### src/hw/rtl/rsc_pkg.sv
// Shared types, constants and the microcode program of the RPN stack calculator.
// Used by rsc_sequencer, rsc_datapath and rpn_stack_calculator; depends on nothing.
`default_nettype none

package rsc_pkg;

    // Default number of stack entries
    localparam int DEF_STACK_DEPTH = 16;

    // Field widths
    localparam int OPC_W   = 3;
    localparam int DATA_W  = 32;
    localparam int STAT_W  = 2;
    localparam int DEPTH_W = 5;
    localparam int IN_TDATA_W  = 40;  // opcode + operand_value = 35 bits, padded to bytes
    localparam int OUT_TDATA_W = 40;  // status + top_value + stack_depth = 39 bits, padded

    // Divider runs one quotient bit per step, counting down to zero
    localparam int ITER_W = 5;
    localparam logic [ITER_W-1:0] DIV_ITER_LAST = ITER_W'(DATA_W - 1);

    typedef enum logic [OPC_W-1:0] {
        OPC_PUSH = 3'd0,
        OPC_ADD  = 3'd1,
        OPC_SUB  = 3'd2,
        OPC_MUL  = 3'd3,
        OPC_DIV  = 3'd4
    } t_opcode;

    typedef enum logic [STAT_W-1:0] {
        ST_OK   = 2'd0,
        ST_FEW  = 2'd1,
        ST_FULL = 2'd2,
        ST_DIVZ = 2'd3
    } t_status;

    // Datapath micro-operations
    typedef enum logic [3:0] {
        UOP_NOP,
        UOP_PUSH,
        UOP_READ,
        UOP_ADD,
        UOP_SUB,
        UOP_MUL,
        UOP_DIV_INIT,
        UOP_DIV_STEP,
        UOP_DIV_FIX,
        UOP_COMMIT,
        UOP_SET_FEW,
        UOP_SET_FULL,
        UOP_SET_DIVZ
    } t_uop;

    // Jump conditions: taken goes to target, otherwise fall through
    typedef enum logic [2:0] {
        CND_NEXT,
        CND_ALWAYS,
        CND_FEW,
        CND_FULL,
        CND_DIVZ,
        CND_LOOP
    } t_cond;

    localparam int UPC_W = 5;

    typedef struct packed {
        t_uop             uop;
        t_cond            cond;
        logic [UPC_W-1:0] target;
        logic             emit;
    } t_uword;

    // Sequencer to datapath
    typedef struct packed {
        logic accept;  // input transaction taken this cycle
        t_uop uop;     // operation to execute this cycle
        logic emit;    // load the result register this cycle
    } t_ctrl;

    // Datapath to sequencer
    typedef struct packed {
        logic few;       // fewer than two entries
        logic full;      // stack is full
        logic divz;      // second operand is zero
        logic loop_nz;   // divider iterations remain
        logic out_busy;  // result register holds an untaken result
    } t_flags;

    // Program labels
    localparam logic [UPC_W-1:0] L_PUSH   = 5'd0;
    localparam logic [UPC_W-1:0] L_ADD    = 5'd2;
    localparam logic [UPC_W-1:0] L_SUB    = 5'd5;
    localparam logic [UPC_W-1:0] L_MUL    = 5'd8;
    localparam logic [UPC_W-1:0] L_DIV    = 5'd11;
    localparam logic [UPC_W-1:0] L_DLOOP  = 5'd15;
    localparam logic [UPC_W-1:0] L_COMMIT = 5'd17;
    localparam logic [UPC_W-1:0] L_DONE   = 5'd18;
    localparam logic [UPC_W-1:0] L_FEW    = 5'd19;
    localparam logic [UPC_W-1:0] L_FULL   = 5'd20;
    localparam logic [UPC_W-1:0] L_DIVZ   = 5'd21;

    function automatic t_uword uw(t_uop uop, t_cond cond, logic [UPC_W-1:0] target,
                                  logic emit);
        t_uword w;
        w.uop    = uop;
        w.cond   = cond;
        w.target = target;
        w.emit   = emit;
        return w;
    endfunction

    // Microcode program
    function automatic t_uword ucode_rom(logic [UPC_W-1:0] pc);
        t_uword w;
        case (pc)
            // push
            5'd0:  w = uw(UOP_NOP,      CND_FULL,   L_FULL,   1'b0);
            5'd1:  w = uw(UOP_PUSH,     CND_ALWAYS, L_DONE,   1'b0);
            // add
            5'd2:  w = uw(UOP_NOP,      CND_FEW,    L_FEW,    1'b0);
            5'd3:  w = uw(UOP_READ,     CND_NEXT,   L_DONE,   1'b0);
            5'd4:  w = uw(UOP_ADD,      CND_ALWAYS, L_COMMIT, 1'b0);
            // subtract
            5'd5:  w = uw(UOP_NOP,      CND_FEW,    L_FEW,    1'b0);
            5'd6:  w = uw(UOP_READ,     CND_NEXT,   L_DONE,   1'b0);
            5'd7:  w = uw(UOP_SUB,      CND_ALWAYS, L_COMMIT, 1'b0);
            // multiply
            5'd8:  w = uw(UOP_NOP,      CND_FEW,    L_FEW,    1'b0);
            5'd9:  w = uw(UOP_READ,     CND_NEXT,   L_DONE,   1'b0);
            5'd10: w = uw(UOP_MUL,      CND_ALWAYS, L_COMMIT, 1'b0);
            // divide
            5'd11: w = uw(UOP_NOP,      CND_FEW,    L_FEW,    1'b0);
            5'd12: w = uw(UOP_READ,     CND_NEXT,   L_DONE,   1'b0);
            5'd13: w = uw(UOP_NOP,      CND_DIVZ,   L_DIVZ,   1'b0);
            5'd14: w = uw(UOP_DIV_INIT, CND_NEXT,   L_DONE,   1'b0);
            5'd15: w = uw(UOP_DIV_STEP, CND_LOOP,   L_DLOOP,  1'b0);
            5'd16: w = uw(UOP_DIV_FIX,  CND_NEXT,   L_DONE,   1'b0);
            // common tails
            5'd17: w = uw(UOP_COMMIT,   CND_NEXT,   L_DONE,   1'b0);
            5'd18: w = uw(UOP_NOP,      CND_NEXT,   L_DONE,   1'b1);
            5'd19: w = uw(UOP_SET_FEW,  CND_ALWAYS, L_DONE,   1'b0);
            5'd20: w = uw(UOP_SET_FULL, CND_ALWAYS, L_DONE,   1'b0);
            5'd21: w = uw(UOP_SET_DIVZ, CND_ALWAYS, L_DONE,   1'b0);
            default: w = uw(UOP_NOP,    CND_NEXT,   L_DONE,   1'b1);
        endcase
        return w;
    endfunction

    // Entry point of each opcode; unused opcodes report straight away
    function automatic logic [UPC_W-1:0] ucode_entry(logic [OPC_W-1:0] opc);
        logic [UPC_W-1:0] a;
        case (opc)
            OPC_PUSH: a = L_PUSH;
            OPC_ADD:  a = L_ADD;
            OPC_SUB:  a = L_SUB;
            OPC_MUL:  a = L_MUL;
            OPC_DIV:  a = L_DIV;
            default:  a = L_DONE;
        endcase
        return a;
    endfunction

    typedef enum logic {
        SEQ_IDLE,
        SEQ_RUN
    } t_seq_state;

endpackage

`default_nettype wire

### src/hw/rtl/rsc_sequencer.sv
// Microcode sequencer: step counter, program ROM lookup and conditional jumps.
// Depends on rsc_pkg for the control word, the program and the flag structs.
`default_nettype none

module rsc_sequencer
    import rsc_pkg::*;
(
    input  wire logic                i_clk,
    input  wire logic                i_rst_n,
    input  wire logic                i_in_valid,
    input  wire logic [OPC_W-1:0]    i_opcode,
    input  wire t_flags              i_flags,
    output logic                     o_in_ready,
    output t_ctrl                    o_ctrl
);

    t_seq_state       r_state, n_state;
    logic [UPC_W-1:0] r_pc, n_pc;
    t_uword           word;
    logic             taken;
    logic             accept;

    // Hold state and step counter
    always_ff @(posedge i_clk) begin
        if (!i_rst_n) begin
            r_state <= SEQ_IDLE;
            r_pc    <= L_DONE;
        end else begin
            r_state <= n_state;
            r_pc    <= n_pc;
        end
    end

    // Evaluate the jump condition of the current word
    always_comb begin
        word = ucode_rom(r_pc);
        case (word.cond)
            CND_NEXT:   taken = 1'b0;
            CND_ALWAYS: taken = 1'b1;
            CND_FEW:    taken = i_flags.few;
            CND_FULL:   taken = i_flags.full;
            CND_DIVZ:   taken = i_flags.divz;
            CND_LOOP:   taken = i_flags.loop_nz;
            default:    taken = 1'b0;
        endcase
    end

    // Next step, controls to the datapath
    always_comb begin
        n_state     = r_state;
        n_pc        = r_pc;
        accept      = 1'b0;
        o_in_ready  = 1'b0;
        o_ctrl.uop  = UOP_NOP;
        o_ctrl.emit = 1'b0;
        case (r_state)
            SEQ_IDLE: begin
                o_in_ready = 1'b1;
                if (i_in_valid) begin
                    accept  = 1'b1;
                    n_pc    = ucode_entry(i_opcode);
                    n_state = SEQ_RUN;
                end
            end
            SEQ_RUN: begin
                o_ctrl.uop = word.uop;
                if (word.emit) begin
                    // stall until the result register is free
                    if (!i_flags.out_busy) begin
                        o_ctrl.emit = 1'b1;
                        n_state     = SEQ_IDLE;
                    end
                end else if (taken) begin
                    n_pc = word.target;
                end else begin
                    n_pc = r_pc + UPC_W'(1);
                end
            end
            default: n_state = SEQ_IDLE;
        endcase
        o_ctrl.accept = accept;
    end

endmodule

`default_nettype wire

### src/hw/rtl/rsc_datapath.sv
// Datapath: stack memory with cached top entry, ALU, multiplier, shift-subtract
// divider and result register. Depends on rsc_pkg; driven by rsc_sequencer.
`default_nettype none

module rsc_datapath
    import rsc_pkg::*;
#(
    parameter int STACK_DEPTH = DEF_STACK_DEPTH
) (
    input  wire logic                     i_clk,
    input  wire logic                     i_rst_n,
    input  wire t_ctrl                    i_ctrl,
    input  wire logic signed [DATA_W-1:0] i_operand_value,
    input  wire logic                     i_out_ready,
    output t_flags                        o_flags,
    output logic                          o_out_valid,
    output logic [STAT_W-1:0]             o_status,
    output logic signed [DATA_W-1:0]      o_top_value,
    output logic [DEPTH_W-1:0]            o_stack_depth
);

    localparam int CNT_W  = $clog2(STACK_DEPTH + 1);
    localparam int ADDR_W = (STACK_DEPTH > 1) ? $clog2(STACK_DEPTH) : 1;

    // Entries below the top; the top lives in r_top
    logic [DATA_W-1:0] mem [STACK_DEPTH];

    logic [CNT_W-1:0]  r_count, n_count;
    logic [DATA_W-1:0] r_top, n_top;
    logic [DATA_W-1:0] r_sec;
    logic [DATA_W-1:0] r_res, n_res;
    logic [DATA_W-1:0] r_opnd;
    logic [STAT_W-1:0] r_status, n_status;
    logic [DATA_W-1:0] r_den, n_den;
    logic [DATA_W-1:0] r_rem, n_rem;
    logic [DATA_W-1:0] r_quo, n_quo;
    logic              r_neg, n_neg;
    logic [ITER_W-1:0] r_iter, n_iter;
    logic              r_out_valid;

    logic [CNT_W-1:0]  cnt_m1, cnt_m2;
    logic              mem_we, mem_re;
    logic [DATA_W:0]   div_shift;
    logic              div_ge;

    assign cnt_m1 = r_count - CNT_W'(1);
    assign cnt_m2 = r_count - CNT_W'(2);
    assign mem_we = (i_ctrl.uop == UOP_PUSH) && (r_count != '0);
    assign mem_re = (i_ctrl.uop == UOP_READ);

    // Stack memory: one write and one registered read
    always_ff @(posedge i_clk) begin
        if (mem_we) begin
            mem[cnt_m1[ADDR_W-1:0]] <= r_top;
        end
        if (mem_re) begin
            r_sec <= mem[cnt_m2[ADDR_W-1:0]];
        end
    end

    // One restoring division step
    assign div_shift = {r_rem, r_quo[DATA_W-1]};
    assign div_ge    = div_shift >= {1'b0, r_den};

    // Execute the micro-operation
    always_comb begin
        n_count  = r_count;
        n_top    = r_top;
        n_res    = r_res;
        n_status = r_status;
        n_den    = r_den;
        n_rem    = r_rem;
        n_quo    = r_quo;
        n_neg    = r_neg;
        n_iter   = r_iter;
        if (i_ctrl.accept) begin
            n_status = ST_OK;
        end
        case (i_ctrl.uop)
            UOP_PUSH: begin
                n_top   = r_opnd;
                n_count = r_count + CNT_W'(1);
            end
            UOP_ADD: n_res = r_top + r_sec;
            UOP_SUB: n_res = r_top - r_sec;
            UOP_MUL: n_res = DATA_W'(r_top * r_sec);
            UOP_DIV_INIT: begin
                n_quo  = r_top[DATA_W-1] ? (DATA_W'(0) - r_top) : r_top;
                n_den  = r_sec[DATA_W-1] ? (DATA_W'(0) - r_sec) : r_sec;
                n_rem  = '0;
                n_neg  = r_top[DATA_W-1] ^ r_sec[DATA_W-1];
                n_iter = DIV_ITER_LAST;
            end
            UOP_DIV_STEP: begin
                n_rem  = div_ge ? DATA_W'(div_shift - {1'b0, r_den}) : div_shift[DATA_W-1:0];
                n_quo  = {r_quo[DATA_W-2:0], div_ge};
                n_iter = r_iter - ITER_W'(1);
            end
            UOP_DIV_FIX: n_res = r_neg ? (DATA_W'(0) - r_quo) : r_quo;
            UOP_COMMIT: begin
                n_top   = r_res;
                n_count = cnt_m1;
            end
            UOP_SET_FEW:  n_status = ST_FEW;
            UOP_SET_FULL: n_status = ST_FULL;
            UOP_SET_DIVZ: n_status = ST_DIVZ;
            default: ;
        endcase
    end

    // Control state
    always_ff @(posedge i_clk) begin
        if (!i_rst_n) begin
            r_count     <= '0;
            r_out_valid <= 1'b0;
        end else begin
            r_count <= n_count;
            if (i_ctrl.emit) begin
                r_out_valid <= 1'b1;
            end else if (i_out_ready) begin
                r_out_valid <= 1'b0;
            end
        end
    end

    // Payload registers
    always_ff @(posedge i_clk) begin
        r_top    <= n_top;
        r_res    <= n_res;
        r_status <= n_status;
        r_den    <= n_den;
        r_rem    <= n_rem;
        r_quo    <= n_quo;
        r_neg    <= n_neg;
        r_iter   <= n_iter;
        if (i_ctrl.accept) begin
            r_opnd <= i_operand_value;
        end
        if (i_ctrl.emit) begin
            o_status      <= r_status;
            o_top_value   <= (r_count != '0) ? r_top : '0;
            o_stack_depth <= DEPTH_W'(r_count);
        end
    end

    assign o_out_valid      = r_out_valid;
    assign o_flags.few      = r_count < CNT_W'(2);
    assign o_flags.full     = r_count == CNT_W'(STACK_DEPTH);
    assign o_flags.divz     = r_sec == '0;
    assign o_flags.loop_nz  = r_iter != '0;
    assign o_flags.out_busy = r_out_valid && !i_out_ready;

endmodule

`default_nettype wire

### src/hw/rtl/rpn_stack_calculator.sv
// Top level of the RPN stack calculator: stream ports, sequencer and datapath.
// Depends on rsc_pkg, rsc_sequencer and rsc_datapath.
//
// Usage:
//   Input stream carries one decoded token per transaction: push a signed
//   value, or add, subtract, multiply or divide the two top entries (top op
//   second). Every token yields exactly one result transaction with status,
//   the new top value (zero when empty) and the new depth.
//   Tokens run one at a time through a microcode program; s_axis_tready is
//   high while the sequencer is idle. A divide runs 32 steps of the one-bit
//   divider loop before its result is loaded.
//   The next token is taken the cycle after the result is loaded, so tokens
//   never overlap.
//   A result waits in the output register while m_axis_tready is low; the
//   next token is still accepted and runs up to its own result, where the
//   program stalls until the register is free.
//   Reset (synchronous, active low) empties the stack and drops any pending
//   result; stack contents need no clearing.
`default_nettype none

module rpn_stack_calculator
    import rsc_pkg::*;
#(
    parameter int STACK_DEPTH = DEF_STACK_DEPTH
) (
    input  wire logic                   i_clk,
    input  wire logic                   i_rst_n,
    input  wire logic                   s_axis_tvalid,
    output logic                        s_axis_tready,
    input  wire logic [IN_TDATA_W-1:0]  s_axis_tdata,   // opcode[2:0], operand_value[34:3]
    output logic                        m_axis_tvalid,
    input  wire logic                   m_axis_tready,
    output logic [OUT_TDATA_W-1:0]      m_axis_tdata    // status[1:0], top_value[33:2],
                                                        // stack_depth[38:34]
);

    t_ctrl                    ctrl;
    t_flags                   flags;
    logic [OPC_W-1:0]         opcode;
    logic signed [DATA_W-1:0] operand_value;
    logic [STAT_W-1:0]        status;
    logic signed [DATA_W-1:0] top_value;
    logic [DEPTH_W-1:0]       stack_depth;

    // Unpack the input token
    assign opcode        = s_axis_tdata[OPC_W-1:0];
    assign operand_value = s_axis_tdata[OPC_W+DATA_W-1:OPC_W];

    rsc_sequencer u_seq (
        .i_clk      (i_clk),
        .i_rst_n    (i_rst_n),
        .i_in_valid (s_axis_tvalid),
        .i_opcode   (opcode),
        .i_flags    (flags),
        .o_in_ready (s_axis_tready),
        .o_ctrl     (ctrl)
    );

    rsc_datapath #(
        .STACK_DEPTH (STACK_DEPTH)
    ) u_dp (
        .i_clk           (i_clk),
        .i_rst_n         (i_rst_n),
        .i_ctrl          (ctrl),
        .i_operand_value (operand_value),
        .i_out_ready     (m_axis_tready),
        .o_flags         (flags),
        .o_out_valid     (m_axis_tvalid),
        .o_status        (status),
        .o_top_value     (top_value),
        .o_stack_depth   (stack_depth)
    );

    // Pack the result, zero pad to whole bytes
    assign m_axis_tdata = {1'b0, stack_depth, top_value, status};

endmodule

`default_nettype wire

### config.mk
export PLATFORM = sky130hd
export DESIGN_NAME = rpn_stack_calculator
export DESIGN_NICKNAME = d
export VERILOG_FILES = /design/src/hw/rtl/rsc_pkg.sv /design/src/hw/rtl/rsc_sequencer.sv /design/src/hw/rtl/rsc_datapath.sv /design/src/hw/rtl/rpn_stack_calculator.sv
export SDC_FILE = /design/constraint.sdc
export NUM_CORES = 2
export LEC_CHECK = 0
export ABC_AREA = 1
export BUFFER_PORTS_ARGS = -buffer_cell sky130_fd_sc_hd__buf_2
export CAP_MARGIN = 20
export CORE_MARGIN = 5
export CORE_UTILIZATION = 40
export CTS_BUF_LIST = sky130_fd_sc_hd__clkbuf_2
export DETAILED_ROUTE_END_ITERATION = 10
export GPL_TIMING_DRIVEN = 1
export MAX_ROUTING_LAYER = met4
export PLACE_DENSITY_LB_ADDON = 0.1
export SLEW_MARGIN = 0
export SYNTH_ARGS = -nofsm -noshare
export SYNTH_HDL_FRONTEND = slang
export SYNTH_SLANG_ARGS = --single-unit
export TNS_END_PERCENT = 1
### constraint.sdc
create_clock -name i_clk -period 9.7 [get_ports i_clk]
set_clock_uncertainty 0.15 [all_clocks]
set_input_delay 0.485 -clock i_clk [delete_from_list [all_inputs] [get_ports i_clk]]
set_output_delay 0.485 -clock i_clk [all_outputs]
set_load 0.05 [all_outputs]
# After elaboration in Yosys (flattened, before gate mapping)
# Memory sizes are Yosys's and may differ from the RTL's. A register that Yosys moved wholly into a read port is not among the register bits.
# Index checks and enable logic that the tools add are counted.
dict set report classes {
  addsub 11
  mul 1
  n_div 0
  n_lt_le_gt_ge 2
  n_eq_ne 24
  n_shift 0
  mux 33
  bitwise 2
  n_reduce_logical 13
}
# op n
set op_table {}
lappend op_table {{case mux 32 bit (2 select lines)} 3}
lappend op_table {{case mux 32 bit (4 select lines)} 1}
lappend op_table {{2-to-1 mux 32 bit} 3}
lappend op_table {{subtractor 1 x 32 -> 32 bit (first input constant)} 3}
lappend op_table {{subtractor 32 bit} 2}
lappend op_table {{>= comparator 33 x 32 -> 1 bit} 1}
lappend op_table {{adder 32 bit} 1}
lappend op_table {{zero test 32 bit} 1}
lappend op_table {{multiplier 32 x 32 -> 32 bit} 1}
lappend op_table {{2-to-1 mux 31 bit} 1}
lappend op_table {{2-to-1 mux 5 bit} 6}
lappend op_table {{case mux 5 bit (2 select lines)} 3}
lappend op_table {{case mux 5 bit (5 select lines)} 1}
lappend op_table {{equality test 4 bit (second input constant)} 5}
lappend op_table {{equality test 4 x 3 -> 1 bit (second input constant)} 4}
lappend op_table {{equality test 3 x 2 -> 1 bit (second input constant)} 4}
lappend op_table {{2-to-1 mux 1 bit} 11}
lappend op_table {{adder 5 x 1 -> 5 bit (second input constant)} 2}
lappend op_table {{nonzero test 5 bit} 2}
lappend op_table {{subtractor 5 x 1 -> 5 bit (second input constant)} 2}
lappend op_table {{equality test 3 bit (second input constant)} 3}
lappend op_table {{equality test 4 x 2 -> 1 bit (second input constant)} 2}
lappend op_table {{nonzero test 4 bit} 2}
lappend op_table {{equality test 3 x 1 -> 1 bit (second input constant)} 2}
lappend op_table {{other kinds (16)} 20}
dict set report word_totals {
  reg_bits 251
  latch_bits 0
  ram_bits 512
  rom_bits 416
  in_bits 44
  word_cells 105
  memories 2
}
# memory words width read_ports rd_clocked_by_memory_dff wr line_no
set memory_table {}
lappend memory_table {u_dp.mem 16 32 1 1 1 rsc_datapath.sv:26} ;# logic [DATA_W-1:0] mem [STACK_DEPTH];
lappend memory_table {{(no name shown)} 32 13 1 1 0 rsc_pkg.sv:115} ;# case (pc)

# Depth between registers and ports, before layout
dict set report depth {
  word_depth 9
  ltp_mapped 32
  mapped_depth_nobuf 30
}

# Modules after synthesis
# A second synthesis with hierarchy kept.
dict set report hier_totals {
  hier_cells 5953
  hier_area_um2 55246.7
}
# module instances cells_each area_per_inst_um2 seq_area_each_um2
set by_module_without_submodules {}
lappend by_module_without_submodules {rsc_datapath 1 5751 53940.5 23632.7}
lappend by_module_without_submodules {rsc_sequencer 1 200 1295.0 380.4}
lappend by_module_without_submodules {rpn_stack_calculator 1 2 11.3 0.0}

# Worst setup path before layout
# OpenSTA, ideal clock, no wires.
dict set report synth_timing {
  path_type {reg2reg}
  start {register u_dp.r_top[9]}
  end {register u_dp.r_res[28] (data pin)}
  setup_time_ns 0.265
  arrival_ns 6.699
  required_ns 9.285
  path_slack_ns 2.586
  path_stages_with_launch 29
  period_less_slack_ns 7.114
  cell_sequence {edfxtp_1 -> clkbuf_1 -> buf_1 -> nand2_1 -> fa_1 -> inv_1 -> fa_1 -> fa_1 -> inv_1 -> fa_1 -> inv_1 -> fa_1 -> inv_1 -> fa_1 -> inv_1 -> fa_1 -> fa_1 -> ha_1 -> nand2_1 -> nor4_1 -> nand4_1 -> nand3_1 -> nand2_1 -> nand2_1 -> nand2_1 -> nand2_1 -> a21oi_1 -> o21ai_0 -> nand3_1}
}
dict set report synth_between {
  elab_chain_cells 2
  elab_cells_between_ends 4
}
# element line_no
set synth_lines {}
lappend synth_lines {{from (decl)} rsc_datapath.sv:29} ;# logic [DATA_W-1:0] r_top, n_top;
lappend synth_lines {{from (signal assigned)} rsc_datapath.sv:128} ;# r_top <= n_top;
lappend synth_lines {{multiplier 32 x 32 -> 32 bit (tied with other cells)} rsc_datapath.sv:86} ;# UOP_MUL: n_res = DATA_W'(r_top * r_sec);
lappend synth_lines {{case mux 32 bit (4 select lines) *} rsc_datapath.sv:79} ;# case (i_ctrl.uop)
lappend synth_lines {{named net u_dp.n_res[28]} rsc_datapath.sv:31} ;# logic [DATA_W-1:0] r_res, n_res;
lappend synth_lines {{to (signal assigned)} rsc_datapath.sv:129} ;# r_res <= n_res;
lappend synth_lines {{to (decl)} rsc_datapath.sv:31}
# The timed path passes the listed nets; every way through them passes the cells marked *.
# A chain may end at the register's enable or synchronous reset.

# Final worst setup path
dict set report layout_timing {
  start {register u_dp.r_top[16]}
  end {register u_dp.r_res[28] (data pin)}
}
# The elaborated chain is that of the path after synthesis.

==> flow_summary_export.csv <==
group,metric,value,unit
yosys,yosys-top-cells-count,"nand2_1, inv_1, edfxtp_1",
drt,drt-initial-drc-count,3380,
drt,drc,0,
yosys,synth_cell_types,58,
drt,firstDrtPassIters,6,
sta,slew_headroom,0.2476,
global_route,grt_usage,0.2489,
clock_network,holdBufCountCts,118,
clock_network,numCtsBuffers,208,
clock_network,clock_path_buffers,3,
yosys,synth_area_leader_cell,"edfxtp_1",
drt,vias,42060,
global_route,grt_pass1_vias,41880,
run_status,status,"finished, final reports clean",
placement,routabilityCongestion,0.9917,
global_route,grt_pass1_wl,264200,µm
yosys,yosysWarnings,0,
sta,period_minus_slack,8.367,ns
yosys,async_flop_share,0,
pwr,finalPower,0.01559,W
yosys,netlist.area_leader.share,0.4287,
floorplanning,start_util,0.4038,
setup_path,endpoint_kind,"flip-flop",
pwr,leakage,27.12,nW
cells_and_area,area.growth.synth_to_final,10.45,%
pwr,powerDensity,257.4,mW/mm²
clock_network,insertion_delay,1.72,ns
global_route,grt_start_max_net_pins,165,
run,drv_cap,0,
sta,fmaxAchievable,119.5,MHz
yosys,synthFlopType,"edfxtp_1",
pwr,vdd_drop_max,0.0004860,V
floorplanning,die_y,380.3,µm
floorplanning,die_w,380.3,µm
sta,worstMarginPinSlew,1.129,ns
floorplanning,io_pins,86,
cells_and_area,multi_input_area,0.02600,mm²
setup_path,cp-start-kind,"flip-flop",
placement,hpwl,118700,µm
global_route,grt_overflow,0,
yosys,synth_fp_nets,6510,
drt,ant_nets,0,
yosys,ys_seq_area_frac,0.4379,
yosys,synth_edf_count,783,
sta,fin_ws,1.333,ns
sta,rsz0062_at_grt,"no",
global_route,antenna_found_initial,7,
floorplanning,die_area,0.1446,mm²
sta,period_share,0.8626,
yosys,mappedNetlistArea,0.05484,mm²
drt,post_drt_wl_per_cell,22.00,µm
hold_path,hold_class,"reg -> reg",
cells_and_area,fin_util,0.4460,
cells_and_area,layout.nets,6747,
drt,viasPerCell,5.239,
clock_network,cts_root_buffer,"clkbuf_2",
clock_network,clock_sinks,808,
cells_and_area,fillCellCount,13400,
floorplanning,rows,135,
placement,port_buffers,79,
sta,fin_hold_ws,0.2984,ns
placement,place_ws,1.387,ns
sta,final-setup-viol-count,0,
sta,tns,0,ns
sta,hold_viol_final,0,
sta,drv_slew,0,
setup_path,arrival,9.52,ns
yosys,synth-seq-cells,808,
yosys,synthCells,5850,
setup_path,path_class,"reg -> reg",
yosys,synth_area_leaders,"edfxtp_1, fa_1, nand2_1",
floorplanning,core,0.1358,mm²
clock_network,clk_pin_slew,0.09,ns
yosys,yosysMostFrequentCell,"nand2_1",
clock_network,htreeDepth,4,
setup_path,critPathRequiredTime,10.85,ns
clock_network,post_cts_buffers,0,
clock_network,cts_tree,"yes",
clock_network,cts_resized,0,
drt,wl,176600,µm
yosys,syn_area_per_cell,9.374,µm²
setup_path,crit_fanout,19,
cells_and_area,seqCellArea,0.02402,mm²
cells_and_area,drive_gt1_frac,0.1020,
## layer usage
metal  global-route usage  part of all wire  vias to the layer above
met5                    -                 0                        -
met4              0.08778             0.035                        0
met2               0.3920              0.46                     1336
met3              0.03608             0.059                      262
li1                     -                 -                    19670
met1               0.3313              0.44                    20790
## layout by cell type (no fill, tap or decap), drive strengths merged, types with 47 or more instances in the layout
cell type,synthesis,routed
nand2,1221,1221
inv,1003,1008
edfxtp,783,783
o21ai,515,515
nor2,502,502
fa,410,410
clkbuf,205,307
buf,96,210
ha,206,206
a21oi,200,200
nand3,173,173
dlygate4sd3,0,118
o221ai,109,109
xor2,65,65
xnor2,53,53
nor3,47,47
## critical path, cell delays in order (launching register included)
cell	delay, ns
edfxtp_1	1.10
buf_4	0.40
nand2_1	0.08
inv_1	0.10
fa_1	0.41
inv_1	0.08
fa_1	0.42
fa_1	0.48
fa_1	0.54
inv_1	0.05
fa_1	0.48
fa_1	0.57
fa_1	0.43
fa_1	0.50
ha_1	0.37
nand2_1	0.13
nor4_1	0.59
nand4_1	0.18
nand3_1	0.16
nand2_1	0.07
nand2_1	0.09
nand2_1	0.06
nand2_1	0.07
a21oi_1	0.06
o21ai_0	0.32
nand3_1	0.17
## final timing paths
check / endpoint / startpoint / slack (ns) / cells after the start
max: u_dp.r_res[28]$_DFFE_PP_ / u_dp.r_top[16]$_DFFE_PP_ / 1.33 / 25
min: u_dp.o_status[1]$_DFFE_PP_ / u_dp.r_status[1]$_DFFE_PP_ / 0.30 / 0
min reg2reg: u_dp.o_status[1]$_DFFE_PP_ / u_dp.r_status[1]$_DFFE_PP_ / 0.30 / 0
max reg2reg: u_dp.r_res[28]$_DFFE_PP_ / u_dp.r_top[16]$_DFFE_PP_ / 1.33 / 25
## cells by family (layout without fill, tap and decap cells)
| logic type | count (synthesis) | in the layout | share of synthesized area |
|---|---|---|---|
| AND/OR/NAND/NOR | 2034 | 2034 | 0.1532 |
| buffers and inverters | 1305 | 1692 | 0.09115 |
| AO/OA/AOI/OAI | 968 | 968 | 0.1022 |
| flip-flops | 808 | 808 | 0.4379 |
| adder cells (fa/ha/maj) | 616 | 616 | 0.1967 |
| XOR/XNOR | 118 | 118 | 0.01885 |
| other | 1 | 11 | 0.00006838 |
## power breakdown
group	switching (W)	leakage, nW	internal (W)	total (W)
sequential	0.0000752	7.23	0.00389	0.00396
clock	0.00149	1.42	0.000903	0.00239
combinational	0.00580	18.5	0.00343	0.00923
## state kept, by name, summed over array words and instances (netlist names)
register and cells:
u_seq.word 13, u_dp.r_den 32, u_dp.o_out_valid 1, u_dp.o_top_value 32, u_dp.r_opnd 32, u_dp.r_quo 32, u_dp.o_status 2, u_dp.r_top 32
u_dp.r_sec 32, u_dp.mem 512, u_dp.r_count 5, u_dp.r_neg 1, u_dp.r_status 2, u_seq.r_state 1, u_seq.r_pc 5, u_dp.o_stack_depth 5
u_dp.r_iter 5, u_dp.r_res 32, u_dp.r_rem 32
## stage by stage
stage / area [µm²] / cells
finish: 60570 / 8028
global placement: 57410 / 7537
CTS: 60520 / 8017
global route: 60570 / 8026
floorplan: 54840 / 5850
detailed placement: 57460 / 7539
## final cells by class
type	instances	area share
antenna	10	0.0004131
timing repair buffer	328	0.04354
clock buffer	307	0.02537
sequential	808	0.3966
tap	1781	0.03679
multi-input combinational	3737	0.4292
clock inverter	53	0.005742
inverter	1004	0.06240
No activity file was read; power rests on OpenSTA's default activity.
